$ cat src/cbti_pkg.sv
package cbti_pkg;

  localparam int CFG_W           = 64;
  localparam int CNT_W           = 5;
  localparam int SYM_SLOTS       = 16;
  localparam int VALUE_W         = 32;
  localparam int MAX_SYMBOLS_DEF = 16;
  localparam int REG_IDX_W       = 2;

  // Configuration register indexes
  localparam logic [REG_IDX_W-1:0] REG_SYMBOLS_LOW  = 2'd0;
  localparam logic [REG_IDX_W-1:0] REG_SYMBOLS_HIGH = 2'd1;
  localparam logic [REG_IDX_W-1:0] REG_SYMBOL_COUNT = 2'd2;

  // Character codes
  localparam logic [7:0] CH_SPACE = 8'd32;
  localparam logic [7:0] CH_TAB   = 8'd9;
  localparam logic [7:0] CH_CR    = 8'd13;
  localparam logic [7:0] CH_PLUS  = 8'h2B;
  localparam logic [7:0] CH_MINUS = 8'h2D;
  localparam logic [7:0] CH_NUL   = 8'h00;

  // Alphabet as seen by the parser
  typedef struct packed {
    logic [SYM_SLOTS-1:0][7:0] symbols;
    logic [CNT_W-1:0]          base;
    logic                      valid;
  } alpha_t;

  function automatic logic is_space(input logic [7:0] c);
    return (c == CH_SPACE) || ((c >= CH_TAB) && (c <= CH_CR));
  endfunction

endpackage

$ cat src/cbti_if.sv
interface cbti_in_if;
  logic       valid;
  logic       ready;
  logic [7:0] ch;
  logic       end_of_string;

  modport source (output valid, output ch, output end_of_string, input ready);
  modport sink (input valid, input ch, input end_of_string, output ready);
endinterface

interface cbti_out_if;
  logic                                valid;
  logic                                ready;
  logic signed [cbti_pkg::VALUE_W-1:0] value;
  logic                                alphabet_valid;

  modport source (output valid, output value, output alphabet_valid, input ready);
  modport sink (input valid, input value, input alphabet_valid, output ready);
endinterface

$ cat src/cbti_alpha.sv
module cbti_alpha #(
  parameter int MaxSymbols = cbti_pkg::MAX_SYMBOLS_DEF
) (
  input  logic                                 clk,
  input  logic                                 rst,
  input  logic                                 cfg_we,
  input  logic [cbti_pkg::REG_IDX_W-1:0]       cfg_index,
  input  logic [cbti_pkg::CFG_W-1:0]           cfg_wdata,
  output cbti_pkg::alpha_t                     alpha
);

  logic [cbti_pkg::CFG_W-1:0] symbols_low;
  logic [cbti_pkg::CFG_W-1:0] symbols_high;
  logic [cbti_pkg::CNT_W-1:0] symbol_count;

  localparam logic [cbti_pkg::CNT_W-1:0] MaxCnt = cbti_pkg::CNT_W'(MaxSymbols);
  localparam logic [cbti_pkg::CNT_W-1:0] MinCnt = cbti_pkg::CNT_W'(2);

  always_ff @(posedge clk) begin
    if (rst) begin
      symbols_low  <= '0;
      symbols_high <= '0;
      symbol_count <= '0;
    end else if (cfg_we) begin
      case (cfg_index)
        cbti_pkg::REG_SYMBOLS_LOW:  symbols_low  <= cfg_wdata;
        cbti_pkg::REG_SYMBOLS_HIGH: symbols_high <= cfg_wdata;
        cbti_pkg::REG_SYMBOL_COUNT: symbol_count <= cfg_wdata[cbti_pkg::CNT_W-1:0];
        default: ;
      endcase
    end
  end

  logic [cbti_pkg::SYM_SLOTS-1:0][7:0] syms;
  logic                                ok;

  assign syms = {symbols_high, symbols_low};

  // Count range check, then reserved-character and pairwise checks over the symbols in use
  always_comb begin
    ok = (symbol_count >= MinCnt) && (symbol_count <= MaxCnt);
    for (int i = 0; i < MaxSymbols; i++) begin
      if (cbti_pkg::CNT_W'(i) < symbol_count) begin
        if (syms[i] == cbti_pkg::CH_NUL || cbti_pkg::is_space(syms[i]) ||
            syms[i] == cbti_pkg::CH_PLUS || syms[i] == cbti_pkg::CH_MINUS) begin
          ok = 1'b0;
        end
        for (int j = 0; j < i; j++) begin
          if (syms[j] == syms[i]) begin
            ok = 1'b0;
          end
        end
      end
    end
  end

  assign alpha.symbols = syms;
  assign alpha.base    = (symbol_count > MaxCnt) ? MaxCnt : symbol_count;
  assign alpha.valid   = ok;

endmodule

$ cat src/cbti_parse.sv
module cbti_parse #(
  parameter int MaxSymbols = cbti_pkg::MAX_SYMBOLS_DEF
) (
  input  logic              clk,
  input  logic              rst,
  input  cbti_pkg::alpha_t  alpha,
  cbti_in_if.sink           text,
  cbti_out_if.source        result
);

  localparam int IdxW = (MaxSymbols > 1) ? $clog2(MaxSymbols) : 1;

  typedef enum logic [1:0] {PH_SPACE, PH_SIGN, PH_DIGIT, PH_STOP} phase_t;

  // Input register
  logic       in_vld;
  logic [7:0] in_ch;
  logic       in_eos;

  // Parse state and result register
  phase_t                              phase;
  logic                                negative;
  logic [cbti_pkg::VALUE_W-1:0]        accum;
  logic                                out_vld;
  logic signed [cbti_pkg::VALUE_W-1:0] out_value;
  logic                                out_ok;

  phase_t                              phase_next;
  logic                                negative_next;
  logic [cbti_pkg::VALUE_W-1:0]        accum_next;
  logic [cbti_pkg::VALUE_W-1:0]        acc_mul;
  logic signed [cbti_pkg::VALUE_W-1:0] value_next;
  logic                                hit;
  logic [IdxW-1:0]                     pos;
  logic                                advance;

  // A held request moves on unless it makes a result that cannot be placed
  assign advance    = in_vld && (!in_eos || !out_vld || result.ready);
  assign text.ready = !in_vld || advance;

  always_ff @(posedge clk) begin
    if (rst) begin
      in_vld <= 1'b0;
    end else if (text.ready) begin
      in_vld <= text.valid;
    end
  end

  always_ff @(posedge clk) begin
    if (text.ready && text.valid) begin
      in_ch  <= text.ch;
      in_eos <= text.end_of_string;
    end
  end

  // Lowest matching position wins
  always_comb begin
    hit = 1'b0;
    pos = '0;
    for (int i = MaxSymbols - 1; i >= 0; i--) begin
      if ((cbti_pkg::CNT_W'(i) < alpha.base) && (alpha.symbols[i] == in_ch)) begin
        hit = 1'b1;
        pos = IdxW'(i);
      end
    end
  end

  assign acc_mul = cbti_pkg::VALUE_W'(accum * cbti_pkg::VALUE_W'(alpha.base));

  always_comb begin
    phase_next    = phase;
    negative_next = negative;
    accum_next    = accum;
    if (phase_next == PH_SPACE && !cbti_pkg::is_space(in_ch)) begin
      phase_next = PH_SIGN;
    end
    if (phase_next == PH_SIGN) begin
      if (in_ch == cbti_pkg::CH_MINUS) begin
        negative_next = !negative;
      end else if (in_ch != cbti_pkg::CH_PLUS) begin
        phase_next = PH_DIGIT;
      end
    end
    if (phase_next == PH_DIGIT) begin
      if (hit) begin
        accum_next = acc_mul + cbti_pkg::VALUE_W'(pos);
      end else begin
        phase_next = PH_STOP;
      end
    end
  end

  always_comb begin
    value_next = '0;
    if (alpha.valid) begin
      value_next = negative_next ? -$signed(accum_next) : $signed(accum_next);
    end
  end

  always_ff @(posedge clk) begin
    if (rst) begin
      phase    <= PH_SPACE;
      negative <= 1'b0;
      accum    <= '0;
      out_vld  <= 1'b0;
    end else begin
      if (advance && in_eos) begin
        phase     <= PH_SPACE;
        negative  <= 1'b0;
        accum     <= '0;
        out_vld   <= 1'b1;
        out_value <= value_next;
        out_ok    <= alpha.valid;
      end else begin
        if (advance) begin
          phase    <= phase_next;
          negative <= negative_next;
          accum    <= accum_next;
        end
        if (result.ready) begin
          out_vld <= 1'b0;
        end
      end
    end
  end

  assign result.valid          = out_vld;
  assign result.value          = out_value;
  assign result.alphabet_valid = out_ok;

`ifndef SYNTH
  a_emit: assert property (@(posedge clk) disable iff (rst)
    advance && in_eos |=> out_vld)
    else $error("end of string did not raise a result");

  a_rearm: assert property (@(posedge clk) disable iff (rst)
    advance && in_eos |=> phase == PH_SPACE && !negative && accum == '0)
    else $error("parse state not cleared after end of string");

  a_invalid_zero: assert property (@(posedge clk) disable iff (rst)
    out_vld && !out_ok |-> out_value == '0)
    else $error("nonzero value with invalid alphabet");

  a_stop_sticks: assert property (@(posedge clk) disable iff (rst)
    advance && !in_eos && phase == PH_STOP |=> phase == PH_STOP)
    else $error("parse left stopped phase within a string");

  a_hold_input: assert property (@(posedge clk) disable iff (rst)
    in_vld && !advance |=> in_vld && $stable(in_ch) && $stable(in_eos))
    else $error("held request changed while stalled");
`endif

endmodule

$ cat src/custom_base_text_to_integer_unit.sv
// Text-to-integer converter with a configurable digit alphabet.
// Channel text carries one byte per request (ch, end_of_string); channel
// result carries one signed 32-bit value and an alphabet_valid flag for
// every byte marked end_of_string. Both use valid/ready handshakes.
// The alphabet (up to 16 symbols, base = symbol_count) is set through the
// cfg_we / cfg_index / cfg_wdata write port; write it only while idle.
// Timing: a byte lands in the input register at acceptance and is parsed
// from there; a result is registered as its last byte leaves that register.
// Throughput is one byte per cycle while result is not stalled, set by the
// accumulate (symbol compare, 32x5 multiply, add) on the parse state.
// Reset (rst, synchronous) clears the alphabet registers, the parse state
// and both valid flags; the alphabet reads as invalid until written.
// When result stalls, the pending value holds, and text keeps accepting
// bytes that do not end a string; a byte that ends one waits in the input
// register, with text.ready low, until the result register frees.
module custom_base_text_to_integer_unit #(
  parameter int MaxSymbols = cbti_pkg::MAX_SYMBOLS_DEF
) (
  input  logic                           clk,
  input  logic                           rst,
  input  logic                           cfg_we,
  input  logic [cbti_pkg::REG_IDX_W-1:0] cfg_index,
  input  logic [cbti_pkg::CFG_W-1:0]     cfg_wdata,
  cbti_in_if.sink                        text,
  cbti_out_if.source                     result
);

  // Alphabet, base and validity, derived from the configuration registers
  cbti_pkg::alpha_t alpha;

  cbti_alpha #(
    .MaxSymbols (MaxSymbols)
  ) u_alpha (
    .clk       (clk),
    .rst       (rst),
    .cfg_we    (cfg_we),
    .cfg_index (cfg_index),
    .cfg_wdata (cfg_wdata),
    .alpha     (alpha)
  );

  // Input register, parse state machine and result register
  cbti_parse #(
    .MaxSymbols (MaxSymbols)
  ) u_parse (
    .clk    (clk),
    .rst    (rst),
    .alpha  (alpha),
    .text   (text),
    .result (result)
  );

endmodule
$ cat src/flat_wrapper.sv
// flat-port wrapper written by rule: the top's interface ports become plain ports
module custom_base_text_to_integer_unit_flat 
#(
  parameter int MaxSymbols = cbti_pkg::MAX_SYMBOLS_DEF
)
  (clk, rst, cfg_we, cfg_index, cfg_wdata, text_valid, text_ch, text_end_of_string, text_ready, result_valid, result_value, result_alphabet_valid, result_ready);
  cbti_in_if text_i ();
  cbti_out_if result_i ();
  input  logic clk;
  input  logic rst;
  input  logic cfg_we;
  input  logic [cbti_pkg::REG_IDX_W-1:0] cfg_index;
  input  logic [cbti_pkg::CFG_W-1:0] cfg_wdata;
  input wire logic [$bits(text_i.valid)-1:0] text_valid;
  input wire logic [$bits(text_i.ch)-1:0] text_ch;
  input wire logic [$bits(text_i.end_of_string)-1:0] text_end_of_string;
  output wire logic [$bits(text_i.ready)-1:0] text_ready;
  output wire logic [$bits(result_i.valid)-1:0] result_valid;
  output wire logic [$bits(result_i.value)-1:0] result_value;
  output wire logic [$bits(result_i.alphabet_valid)-1:0] result_alphabet_valid;
  input wire logic [$bits(result_i.ready)-1:0] result_ready;
  assign text_i.valid = text_valid;
  assign text_i.ch = text_ch;
  assign text_i.end_of_string = text_end_of_string;
  assign text_ready = text_i.ready;
  assign result_valid = result_i.valid;
  assign result_value = result_i.value;
  assign result_alphabet_valid = result_i.alphabet_valid;
  assign result_i.ready = result_ready;
  custom_base_text_to_integer_unit #(.MaxSymbols(MaxSymbols)) u_core (.clk(clk), .rst(rst), .cfg_we(cfg_we), .cfg_index(cfg_index), .cfg_wdata(cfg_wdata), .text(text_i), .result(result_i));
endmodule
$ cat config.mk
export PLATFORM = sky130hd
export DESIGN_NAME = custom_base_text_to_integer_unit_flat
export DESIGN_NICKNAME = d
export VERILOG_FILES = /design/src/cbti_pkg.sv /design/src/cbti_if.sv /design/src/cbti_alpha.sv /design/src/cbti_parse.sv /design/src/custom_base_text_to_integer_unit.sv /design/src/flat_wrapper.sv
export SDC_FILE = /design/constraint.sdc
export NUM_CORES = 2
export LEC_CHECK = 0
export BUFFER_PORTS_ARGS = -buffer_cell sky130_fd_sc_hd__buf_2
export CAP_MARGIN = 20
export CORE_AREA = 4 4 274 276
export CTS_CLUSTER_SIZE = 30
export DETAILED_ROUTE_END_ITERATION = 8
export DIE_AREA = 0 0 278 280
export PLACE_DENSITY_LB_ADDON = 0.05
export SLEW_MARGIN = 25
export SYNTH_ARGS = -nofsm -noshare
export SYNTH_HDL_FRONTEND = slang
export SYNTH_SLANG_ARGS = --single-unit
$ cat constraint.sdc
create_clock -name clk -period 9.1 [get_ports clk]
set_input_delay 1.82 -clock clk [delete_from_list [all_inputs] [get_ports clk]]
set_output_delay 1.82 -clock clk [all_outputs]
set_load 0.02 [all_outputs]
======== Word-level counts from Yosys, hierarchy flattened ========
Index checks and enable logic that the tools add are counted.
storage, ports and cells
  logic and storage cells ................. 609
  register bits after elaboration ......... 212
  input port bits ......................... 80
  output and inout bits ................... 35
operators by class
  reductions and logical operators ........ 135
  bitwise gates (word level) .............. 1
  magnitude comparators ................... 69
  multipliers ............................. 1
  equality and inequality tests ........... 191
  $add $sub $neg .......................... 2
  muxes and demuxes ....................... 198
operators by type and width
  cell                count
  $eq 8x8->1          136
  $eq 8x6->1 const B  50
  $mux 1              172
  $ge 8x4->1 const B  17
  $le 8x4->1 const B  17
  $logic_not 8->1     16
  $mux 32             3
  $lt 4x5->1 const A  16
  $logic_or 1x1->1    68
  $mux 4              16
  $lt 3x5->1 const A  8
  $logic_and 1x1->1   38
  $add 32x4->32       1
  $mul 32x5->32       1
  $neg 32->32         1
  $lt 1x5->1 const A  4
  $lt 2x5->1 const A  4
  $mux 2              6
  $ne 8x6->1 const B  1
  $reduce_and 2->1    4
  $ge 5x2->1 const B  1
  $gt 5x5->1 const B  1
  $le 5x5->1 const B  1
  $logic_not 1->1     5
  7 further kinds     10

======== Longest topological paths before layout ========
  depth after elaboration ................. 158
  mapped depth ............................ 28
  depth with buffers taken out ............ 26

======== Modules after synthesis ========
From an unflattened synthesis, not the netlist that was laid out.
unflattened totals
  cell total of the unflattened synthesis .. 3,614
  area total of the unflattened synthesis .. 29,170.5 um^2
by module, submodules not included
  module      times used  sequential area each (um^2)  cells an instance  area an instance (um^2)
  cbti_alpha  1           2,662.6                      2,322              18,187.4
  cbti_parse  1           2,001.9                      1,292              10,983.0

======== Least setup slack after synthesis ========
No wires, ideal clock.
  path type ............................... register to register
  start ................................... register u_core.u_parse.in_ch[4]
  end ..................................... register u_core.u_parse.out_value, in the netlist u_core.u_parse.result.value[31], data pin
  stages on the path, launching flop included .. 25
  arrival time ............................ 6.305 ns
  required time ........................... 8.834 ns
  path slack .............................. 2.529 ns
  period minus slack after synthesis ...... 6.571 ns
  path buffers ............................ 1
  library setup time ...................... 0.266 ns
  path through ............................ edfxtp_1 -> buf_4 -> xor2_1 -> or4_1 -> nor3_1 -> nand4bb_1 -> nor2_1 -> nor3_1 -> fa_1 -> ha_1 -> inv_1 -> fa_1 -> inv_1 -> fa_1 -> a211oi_2 -> o21ai_1 -> or4_1 -> o211ai_1 -> nor2_1 -> or4b_2 -> o31ai_2 -> and4bb_4 -> a41oi_1 -> xor2_1 -> nor2_1
between the ends
  cells in the longest elaborated chain, start to end .. 23
  elaborated cells between the ends (all ways) .. 86
  classes of those cells .................. add/sub (2); order compare (2); eq/ne (21); mux (41); reduce/logical (20)
RTL lines
  element                   line               source
  start: declaration        cbti_parse.sv:17   logic [7:0] in_ch;
  start signal: assignment  cbti_parse.sv:51   in_ch <= text.ch;
  $eq 8x8->1                cbti_parse.sv:61   if ((cbti_pkg::CNT_W'(i) < alpha.base) && (alpha.symbols[i] == in_ch)) begin
  $logic_and 1x1->1         cbti_parse.sv:61
  $mux 4 (16 in series)     cbti_parse.sv:61
  $add 32x4->32             cbti_parse.sv:86   accum_next = acc_mul + cbti_pkg::VALUE_W'(pos);
  $mux 32                   cbti_parse.sv:85   if (hit) begin
  $mux 32                   cbti_parse.sv:84   if (phase_next == PH_DIGIT) begin
  $neg 32->32               cbti_parse.sv:96   value_next = negative_next ? -$signed(accum_next) : $signed(accum_next);
  $mux 32 (*)               cbti_parse.sv:96
  end signal: assignment    cbti_parse.sv:112  out_value <= value_next;
  end: declaration          cbti_parse.sv:25   logic signed [cbti_pkg::VALUE_W-1:0] out_value;
Every way passes the cells marked *; elsewhere a longest branch is shown, timed or not.
A chain may end at the register's enable or synchronous reset.

======== Worst setup path after layout ========
  start ................................... register u_core.u_alpha.symbol_count[3] in the netlist's numbering
  end ..................................... register u_core.u_parse.out_value, in the netlist u_core.u_parse.result.value[31], data pin
between the ends
  cells in the longest elaborated chain, start to end .. 154
  elaborated cells between the ends (all ways) .. 243
  classes of those cells .................. add/sub (2); mul (1); order compare (35); mux (188); reduce/logical (17)
RTL lines
  element                                   line              source
  start: declaration                        cbti_alpha.sv:14  logic [cbti_pkg::CNT_W-1:0] symbol_count;
  start signal: assignment                  cbti_alpha.sv:28  cbti_pkg::REG_SYMBOL_COUNT: symbol_count <= cfg_wdata[cbti_pkg::CNT_W-1:0];
  $ge 5x2->1 or $le 5x5->1 (tied branches)  cbti_alpha.sv:41  ok = (symbol_count >= MinCnt) && (symbol_count <= MaxCnt);
  $logic_and 1x1->1                         cbti_alpha.sv:41
  $mux 1                                    cbti_alpha.sv:44  if (syms[i] == cbti_pkg::CH_NUL || cbti_pkg::is_space(syms[i]) ||
  $mux 1                                    cbti_alpha.sv:43  if (cbti_pkg::CNT_W'(i) < symbol_count) begin
  $mux 1                                    cbti_alpha.sv:44
  $mux 1                                    cbti_alpha.sv:49  if (syms[j] == syms[i]) begin
  $mux 1                                    cbti_alpha.sv:43
  $mux 1                                    cbti_alpha.sv:44
  [99 not listed]                           n/a
  $mux 1 (13 in series)                     cbti_alpha.sv:49
  $mux 1                                    cbti_alpha.sv:43
  $mux 1                                    cbti_alpha.sv:44
  $mux 1 (14 in series)                     cbti_alpha.sv:49
  $mux 1                                    cbti_alpha.sv:43
  $mux 1                                    cbti_alpha.sv:44
  $mux 1 (15 in series)                     cbti_alpha.sv:49
  $mux 1                                    cbti_alpha.sv:43
Several ways; a longest one is shown, not always the timed one.

==> qor.csv <==
metric,value,unit
HP Start,u_core.u_parse.phase[0]$_SDFFE_PP0P_,
1st-iter DRT viols,2581,
Worst Hold Class,register to register,
"most common cell after layout, fill and taps aside",xnor2_1,
syn_area_per_cell,7.77,um^2
Tcrit/Tclk final,0.872,
Final Routed Wirelength,129,mm
post-CTS setup buffers,0,
DP Wirelength,87.1,mm
"commonest cells after routing, fill and taps aside","xnor2_1 (610), xor2_1 (557), nand2_1 (422)",
max layer used,met5,
CP peak stage delay,0.73,ns
deepest clock path buffer count,3,
port buffer count,114,
outcome,finished clean,
Max Cap Viol,0,
WL per Instance,28.6,um
WS Path Type,register to register,
Max-slew headroom,0.273,
post-route setup TNS,0,ns
layout cells sized above 1,0.0978,
RSZ-0062 raised after global routing,no,
main flop type after synthesis,dfxtp_1,
sequential share of the synthesized area,0.166,
CTS tree,yes,
Reg-to-Reg Start,u_core.u_alpha.symbol_count[3]$_SDFFE_PP0P_,
Core Area,72600,um^2
vias in the first global route,26385,
Final ANT Viol Nets,0,
Syn-to-layout area delta,8.14,%
Final Hold Violating Endpoints,0,
Initial Util,0.387,
largest net degree at the start of global routing,67,
mux contribution to synthesized area,0.0104,
CTS resizes,0,
cell row count,99,
clock skew,0.0116,ns
total grt overflow,0,
fmax,126,MHz
P_leak,13.5,nW
fillers,7419,
Slew Limit Fails,0,
largest family of logic cells by synthesized area,XOR/XNOR gates,
CTS hold repair buffers,0,
simple-gate share of the synthesized area,0.201,
NumNets Final,3764,
Die Area,77800,um^2
worst vdd ir,0.133,mV
via count,26739,
clk root buf,clkbuf_16,
initial antenna violation count,7,
clock latency on the worst-skew pair,0.61,ns
crit path DAT,8.28,ns
Compound-Gate Fraction of Synth Area,0.0995,
vias per cell,5.92,
Yosys reg bits,212,
Setup crit end kind,register,
syn_nets,3844,
metal2 WL,59.3,mm
Worst setup SP type,register,
CTS buffer count,29,
GRT Util Overall,0.320,
clock sinks,212,
Synth Area in Adders,0.0893,
Die Ht,280,um
Post-Synth XOR/XNOR Area,0.364,
Critical Path RT,9.44,ns
Ys Warns,0,
Worst Setup SP,u_core.u_alpha.symbol_count[3]$_SDFFE_PP0P_,
first-pass GRT wire length,188,mm
1st-pass router iterations,6,
area of the multi-input gates,21500,um^2
Tightest Pin Transition,1.06,ns
wl on met1,52.6,mm
worst-path cell chain,nor2_1 -> or4_1 -> nor3_1 -> nand4bb_1 -> nor2_1 -> nor3_1 -> fa_1 -> ha_1 -> inv_1 -> fa_1 -> inv_1 -> fa_1 -> a211oi_2 -> o21ai_1 -> or4_1 -> o211ai_1 -> nor2_1 -> or4b_2 -> o31ai_2 -> buf_4 -> and4bb_4 -> a41oi_1 -> xor2_1 -> nor2_1,
GP Congestion,0.966,
number of flops mapped to enable cells by yosys,42,
Post-Synthesis Cells,3615,
CP Max Fanout,14,
routed wl met3,9.77,mm
final worst path period need,7.94,ns
power density cells,106,nW/um^2
I/O Pins,115,
endpoints failing setup,0,
Die Width,278,um
fin util,0.419,
register area,4670,um^2
"slowest stage cell, crit path",dfxtp_1,
CP most frequent cell,nor2_1,
share of synthesized registers carrying an async set or reset,0,
H-Tree Depth,1,
"Reg clk slew, reported paths",0.06,ns
DRC viols,0,
"Cell Area, Synth",28100,um^2
Cell variety after synth,74,
-- stage by stage --
step                      cell area (um^2)  instances  total power, mW  hold slack [ns]  setup WS, ns
final                                30400       4519             3.21            0.483          1.16
after floorplan                      28100       3615             1.74            0.445          2.53
after global placement               29400       4461             2.04            0.464          1.24
after CTS                            30400       4516             3.22            0.483          1.12
after detailed placement             29400       4462             2.06            0.474          1.16
after global routing                 30400       4517             3.35            0.513         0.851
-- routing by layer --
| metal | vias to the layer above | track usage |
|---|---|---|
| li1 | 11857 | - |
| met1 | 13246 | 0.406 |
| met2 | 1283 | 0.528 |
| met3 | 343 | 0.0537 |
| met4 | 10 | 0.162 |
| met5 | - | 0 |
-- critical path: cells and delay by family, from the launching register on --
kind                     cells  cell delay, ns
buffers and inverters        3            0.32
AND/OR/NAND/NOR             11            3.49
AO/OA/AOI/OAI                5            1.15
XOR/XNOR                     1            0.16
flip-flops                   1            0.73
adder cells (fa/ha/maj)      4            1.81
-- cell type report --
type,count,area share
Tap cell,959,0.0395
Inverter,83,0.0103
Sequential cell,212,0.154
Clock inverter,13,0.00288
Clock buffer,41,0.0277
Antenna cell,2,0.000165
Timing Repair Buffer,273,0.0586
Multi-Input combinational cell,2936,0.707
-- registers in the layout (all words and copies together), names as in the netlist --
signal	cells
u_core.u_parse.phase	2
u_core.u_alpha.symbols_high	64
u_core.u_parse.in_vld	1
u_core.u_parse.negative	1
u_core.u_parse.result.valid	1
u_core.u_parse.accum	32
u_core.u_parse.result.value	32
u_core.u_parse.in_eos	1
u_core.u_parse.result.alphabet_valid	1
u_core.u_parse.in_ch	8
u_core.u_alpha.symbol_count	5
u_core.u_alpha.symbols_low	64
-- cells in the mapped netlist (5+ instances only) --
library cell  count  area share
a211oi_1         39       0.010
a21o_1           13      0.0035
a21oi_1         227       0.040
a22o_1           16      0.0050
a31oi_1          18      0.0040
and2_1           65       0.014
and3_1            7      0.0016
buf_1            97       0.013
buf_2           130       0.023
buf_4             8      0.0021
clkbuf_1        145       0.019
dfxtp_1         170        0.12
edfxtp_1         42       0.045
fa_1             86       0.061
ha_1             63       0.028
inv_1            83       0.011
mux2i_1          28       0.010
nand2_1         422       0.056
nand2b_1         20      0.0045
nand3_1          30      0.0053
nand3b_1          8      0.0021
nand4_1         157       0.035
nor2_1          161       0.022
nor2b_1           9      0.0020
nor3_1           37      0.0066
nor4_1          162       0.036
o211ai_1         15      0.0040
o21a_1            5      0.0013
o21ai_0          62       0.011
o22ai_1           7      0.0016
o31ai_1           8      0.0021
or3_1            12      0.0027
or4_1            14      0.0037
xnor2_1         610        0.19
xor2_1          558        0.17
-- final timing paths --
kind	to	depth (start not counted)	slack [ns]
max	u_core.u_parse.result.value[31]$_SDFFCE_PN0P_	24	1.16
min reg2reg	u_core.u_parse.phase[0]$_SDFFE_PP0P_	2	0.48
min	u_core.u_parse.phase[0]$_SDFFE_PP0P_	2	0.48
max reg2reg	u_core.u_parse.result.value[31]$_SDFFCE_PN0P_	24	1.16
-- cells by family after synthesis --
| kind of cell | count (synthesis) |
|---|---|
| simple gates | 1130 |
| flops | 212 |
| fa+ha+maj | 149 |
| xor+xnor | 1168 |
| buf+inv | 467 |
| mux | 29 |
| compound gates | 460 |
-- power by group --
group / leakage (nW) / switching, mW / internal (mW)
registers: 1.73 / 0.0547 / 0.990
logic: 11.3 / 0.633 / 0.384
clock network: 0.466 / 0.506 / 0.646
Note: power is estimated with default switching activity, not from simulation.
